`src/icnt_pkg.sv`:
```
// Shared constants, types and helpers for the inversion counter.
package icnt_pkg;

    localparam int MAX_ELEMENTS = 256;
    localparam int VALUE_BITS   = 32;
    localparam int INPUT_BITS   = 32;
    localparam int ADDR_BITS    = (MAX_ELEMENTS > 1) ? $clog2(MAX_ELEMENTS) : 1;
    localparam int COUNT_BITS   = $clog2(MAX_ELEMENTS + 1);
    localparam int TOTAL_BITS   = 15;

    localparam logic [TOTAL_BITS-1:0] TOTAL_MAX = {TOTAL_BITS{1'b1}};
    localparam logic [COUNT_BITS-1:0] HELD_MAX  = COUNT_BITS'(MAX_ELEMENTS);

    typedef logic signed [VALUE_BITS-1:0] icnt_value_t;

    // Commands from the controller to the datapath.
    typedef struct packed {
        logic load;     // take the input item
        logic read;     // issue a store read at the scan index
        logic store;    // write the element, count it
        logic publish;  // move the total to the output, clear the sequence
    } icnt_cmd_t;

    // Status from the datapath to the controller.
    typedef struct packed {
        logic empty;      // no element held
        logic full;       // store at capacity
        logic scan_done;  // read issued for the last held element
        logic last;       // current item ends the sequence
        logic out_busy;   // output register holds an item not taken this cycle
    } icnt_status_t;

    // Sign-extend the input, then reduce to VALUE_BITS and read it as signed.
    function automatic icnt_value_t to_element(input logic [INPUT_BITS-1:0] raw);
        logic [2*64-1:0] wide;
        wide = {{(2*64-INPUT_BITS){raw[INPUT_BITS-1]}}, raw};
        return icnt_value_t'(wide[VALUE_BITS-1:0]);
    endfunction

endpackage

```
`src/icnt_ctrl.sv`:
```
// Controller: sequences accept, scan, store and publish for each item.
module icnt_ctrl (
    input  logic                   aclk,
    input  logic                   aresetn,
    input  logic                   s_valid,
    input  logic                   s_last_element,
    output logic                   s_ready,
    output icnt_pkg::icnt_cmd_t    cmd,
    input  icnt_pkg::icnt_status_t status
);
    import icnt_pkg::*;

    localparam logic [1:0] ST_IDLE   = 2'd0;
    localparam logic [1:0] ST_SCAN   = 2'd1;
    localparam logic [1:0] ST_STORE  = 2'd2;
    localparam logic [1:0] ST_FINISH = 2'd3;

    logic [1:0] state_reg, state_next;

    always_comb begin
        state_next = state_reg;
        cmd        = '0;
        s_ready    = 1'b0;
        unique case (state_reg)
            ST_IDLE: begin
                s_ready = 1'b1;
                if (s_valid) begin
                    cmd.load = 1'b1;
                    if (status.full) begin
                        // drop the item; a dropped last item still ends the sequence
                        state_next = s_last_element ? ST_FINISH : ST_IDLE;
                    end else if (status.empty) begin
                        state_next = ST_STORE;
                    end else begin
                        state_next = ST_SCAN;
                    end
                end
            end
            ST_SCAN: begin
                cmd.read = 1'b1;
                if (status.scan_done) begin
                    state_next = ST_STORE;
                end
            end
            ST_STORE: begin
                cmd.store  = 1'b1;
                state_next = status.last ? ST_FINISH : ST_IDLE;
            end
            ST_FINISH: begin
                if (!status.out_busy) begin
                    cmd.publish = 1'b1;
                    state_next  = ST_IDLE;
                end
            end
            default: begin
                state_next = ST_IDLE;
            end
        endcase
    end

    always_ff @(posedge aclk) begin
        if (!aresetn) begin
            state_reg <= ST_IDLE;
        end else begin
            state_reg <= state_next;
        end
    end

endmodule

```
`config.mk`:
```
export PLATFORM = sky130hd
export DESIGN_NAME = icnt_ctrl
export DESIGN_NICKNAME = d
export VERILOG_FILES = /design/src/icnt_pkg.sv /design/src/icnt_ctrl.sv
export SDC_FILE = /design/constraint.sdc
export NUM_CORES = 1
export LEC_CHECK = 0
export ABC_AREA = 1
export BUFFER_PORTS_ARGS = -buffer_cell sky130_fd_sc_hd__buf_2
export CORE_AREA = 8 8 45 47
export DETAILED_ROUTE_END_ITERATION = 16
export DIE_AREA = 0 0 53 55
export HOLD_SLACK_MARGIN = 0.12
export SYNTH_ARGS = -nofsm -noshare
export SYNTH_HDL_FRONTEND = slang
export SYNTH_SLANG_ARGS = --single-unit
```
`constraint.sdc`:
```
create_clock -name aclk -period 1.25 [get_ports aclk]
set_input_delay 0.125 -clock aclk [delete_from_list [all_inputs] [get_ports aclk]]
set_output_delay 0.125 -clock aclk [all_outputs]
set_load 0.005 [all_outputs]
```
After elaboration in Yosys (flattened, before gate mapping) --
Index checks and enable logic that the tools add are counted.
Storage, ports and cells: register bits 2, bits in latches 0, bits in writable memories 0, memory bits (read-only) 0, bits of input ports 9, output and inout bits 5, word-level logic and storage cells 24, memories 0
Cells by class: add/subtract/negate cells 0, $mul 0, div/mod/pow operators 0, magnitude comparators 0, equality and inequality tests 6, shift operators 0, multiplexer cells 15, bitwise logic cells 0, reduce and logical (&&, ||, !) cells 2
Operators with widths (count):
- $mux W2 | 7
- $pmux W2 S4 | 1
- $mux W1 | 7
- $ne A2 B2 Y1 const B | 3
- $eq A2 B2 Y1 const B | 2
- $reduce_and A3 Y1 | 1
- $eq A2 B1 Y1 const B | 1
- $logic_not A2 Y1 | 1

Longest topological paths before layout --
depth after elaboration 4, depth in mapped cells 7, mapped depth without buffers 7

Least setup slack after synthesis --
OpenSTA, ideal clock, no wires.
kind register to register, from reg state_reg[0], to reg state_reg[1], setup time 0.112 ns, arrival time 0.779 ns, data required time 1.138 ns, slack 0.360 ns, cell stages (with the launch flop) 8, buffers on the path 0, clock period less this slack 0.890 ns, path through dfxtp_1 inv_1 nand3_1 nand2_1 clkinv_1 nand2_1 nor2_1 nor2_1
On the way: longest elaborated chain between the ends 3, elaborated cells between the ends (all ways) 9, classes of those cells eq/ne (6); mux (1); reduce/logical (2)
RTL lines:
- from (decl) | line icnt_ctrl.sv:18 | logic [1:0] state_reg, state_next;
- from (signal assigned) | line icnt_ctrl.sv:65 | state_reg <= state_next;
- $eq A2 B1 Y1, or another cell as far along | line icnt_ctrl.sv:24 | unique case (state_reg)
- $ne A2 B2 Y1 (no source line)
- $reduce_and A3 Y1 (no source line)
Parallel ways exist; a longest one is shown, timed or not. A chain may end at the register's enable or synchronous reset.

==> results.cfg <==
[power]
seqPwrFrac_pct = 24.6
powerDensity_nw_per_um2 = 1460
clockPowerShare_pct = 33.1
power_leakage_nw = 0.182
p_switching_mw = 0.158
swShare_pct = 37.3
p_comb_share_pct = 42.3
cell_internal_pwr_mw = 0.266
vdd_ir_drop_max_mv = 0.323

[setup_path]
critPathArrivalTime_ns = 0.98
cpPeakStageDelay_ns = 0.40
path_cells = inv_2, nor3_1, buf_2
crit_slowest_cell = dfxtp_1
path_max_fanout = 5
cp-start-kind = register
crit_path_end_kind = primary output
critPathRequiredTime_ns = 1.12
critical_path_class = reg -> out

[logic_synthesis]
yosysTopAreaCell = dfxtp_1
yosys_warnings = 0
syn_avg_cell_area_sq_um = 5.41
netlist.area_leader.share_pct = 21.8
syn_nets = 43
syn_inst = 34
synth_area_sq_um = 184
yosysSeqAreaShare_pct = 21.8
ys_ff_latch = 2
synthTopCellsByArea = dfxtp_1 22%, nand2_1 16%, nand3_1 14%
synth_cell_types = 12

[drt]
drc = 0
vias_per_cell = 3.79
drtIter0Drc = 3
final_antenna_net_count = 0
wire_per_inst_microns = 8.17
firstDrtPassIters = 2
vias = 250
wl_microns = 539

[finish]
antenna_cells = 0
multi_input_area_sq_um = 114
synthToLayoutAreaGrowth_pct = 58.5
seq_area_sq_um = 40.0
nNetsFinal = 61
final_area_sq_um = 292
nFillCells = 172
largest_reg_flops = 2
drive_gt1_share_pct = 42.0

[global_route]
grt_max_degree = 8
grt_first_pass_wirelength_microns = 841
grtUsageTotal_pct = 4.09
grt_overflow = 0
grt_pass1_vias = 251
antenna_found_initial = 0

[timing]
slew_headroom_pct = 85.0
fin_crit_sh_pct = 88.8
worst_slew_pin_slew_ns = 0.225
setup_viol = 0
rsz0062_at_grt = false
clock.fmax_ghz = 0.901
fin_setup_tns_ns = 0
fin_skew_ns = 0.00263
hold_viol = 0
maxSlewViolCount = 0
min_period_ns = 1.11

[floorplan]
rows = 14
coreArea_sq_um = 1380
num_io_pins = 14
die_w_microns = 53
die_h_microns = 55
initial_core_util_pct = 13.3
dieArea_sq_um = 2920

[clocking]
cts_buffers = 3
cts_hold_buffers = 0
cts_tree = yes
cts_resized = 0
cts_buffer_depth = 2
clk_latency_ns = 0.22
clk_pin_slew_worst_paths_ns = 0.03
cts_setup_buffers = 0
cts_htree_levels = 1
cts_sinks = 2
ctsRootBufferMaster = clkbuf_4

[worst_hold_path]
hold_class = in -> reg

[place]
post_dp_cell_area_sq_um = 269
io_buffer_count = 13
dp_hpwl_microns = 472
gp_congestion = 0.713

[outcome]
status = completed

[job]
maxCapViolCount = 0
==> area by class of cell <==
| class | count | share of cell area (%) |
|---|---|---|
| inverters | 8 | 10.3 |
| multi-input cells | 24 | 39.1 |
| repair buffers | 13 | 22.3 |
| well taps | 16 | 6.87 |
| flip-flops and latches | 2 | 13.7 |
| clock buffers | 3 | 7.73 |
==> worst paths after layout <==
check	slack, ns	depth (start not counted)	endpoint	start
max reg2reg	0.24	7	state_reg[1]	state_reg[0]
max	0.14	3	cmd[0]	state_reg[1]
min	0.15	3	state_reg[0]	aresetn
min reg2reg	0.70	4	state_reg[0]	state_reg[1]
==> layer usage <==
metal	GRT usage, %	vias up	part of all wire, %
met5	0	-	0
met4	5.17	0	0
met3	2.41	0	8.7
met2	8.20	3	65
met1	1.82	110	26
li1	-	137	-
==> cell usage in the layout, fill, tap and decap left out <==
master    instances
buf_2            13
nand2_1           8
inv_1             5
nor2_1            5
nand3_1           5
clkbuf_4          3
inv_2             2
nor3_1            2
dfxtp_1           2
nor2_2            1
nand2_2           1
nand3b_1          1
nand3_2           1
clkinv_1          1
==> kinds of logic (layout without fill, tap and decap cells) <==
group / after synthesis / in the layout / synth area share, %
flops: 2 / 2 / 21.8
simple gates: 24 / 24 / 61.9
buf+inv: 8 / 24 / 16.3
==> cell usage after synthesis (all sizes together) <==
cell    number
nand2        9
inv          7
nand3        6
nor2         6
dfxtp        2
nor3         2
clkinv       1
nand3b       1
==> power groups by stage <==
stage	Sequential (mW)	Combinational [mW]	Clock [mW]
2_1_floorplan	0.101	0.120	0
3_3_place_gp	0.104	0.184	0
3_5_place_dp	0.105	0.185	0
4_1_cts	0.104	0.186	0.153
5_1_grt	0.108	0.213	0.151
6_report	0.104	0.180	0.140
==> critical path, delay by kind of cell (launching register included) <==
kind / cells / cell delay, ns
DFF: 1 / 0.40
and+or+nand+nor: 1 / 0.15
buffers and inverters: 2 / 0.21
==> stage by stage <==
| stage | hold slack (ns) | total power, mW | setup WS [ns] | instances | util [%] |
|---|---|---|---|---|---|
| floorplan | 0.251 | 0.221 | 0.360 | 34 | - |
| global placement | 0.373 | 0.288 | 0.269 | 63 | 19.4 |
| detailed placement | 0.377 | 0.290 | 0.238 | 63 | 19.4 |
| CTS | 0.135 | 0.443 | 0.118 | 66 | 21.1 |
| global route | 0.167 | 0.472 | 0.0335 | 66 | 21.1 |
| finish | 0.146 | 0.425 | 0.140 | 66 | 21.1 |
Power figures use the tool's default switching activity.
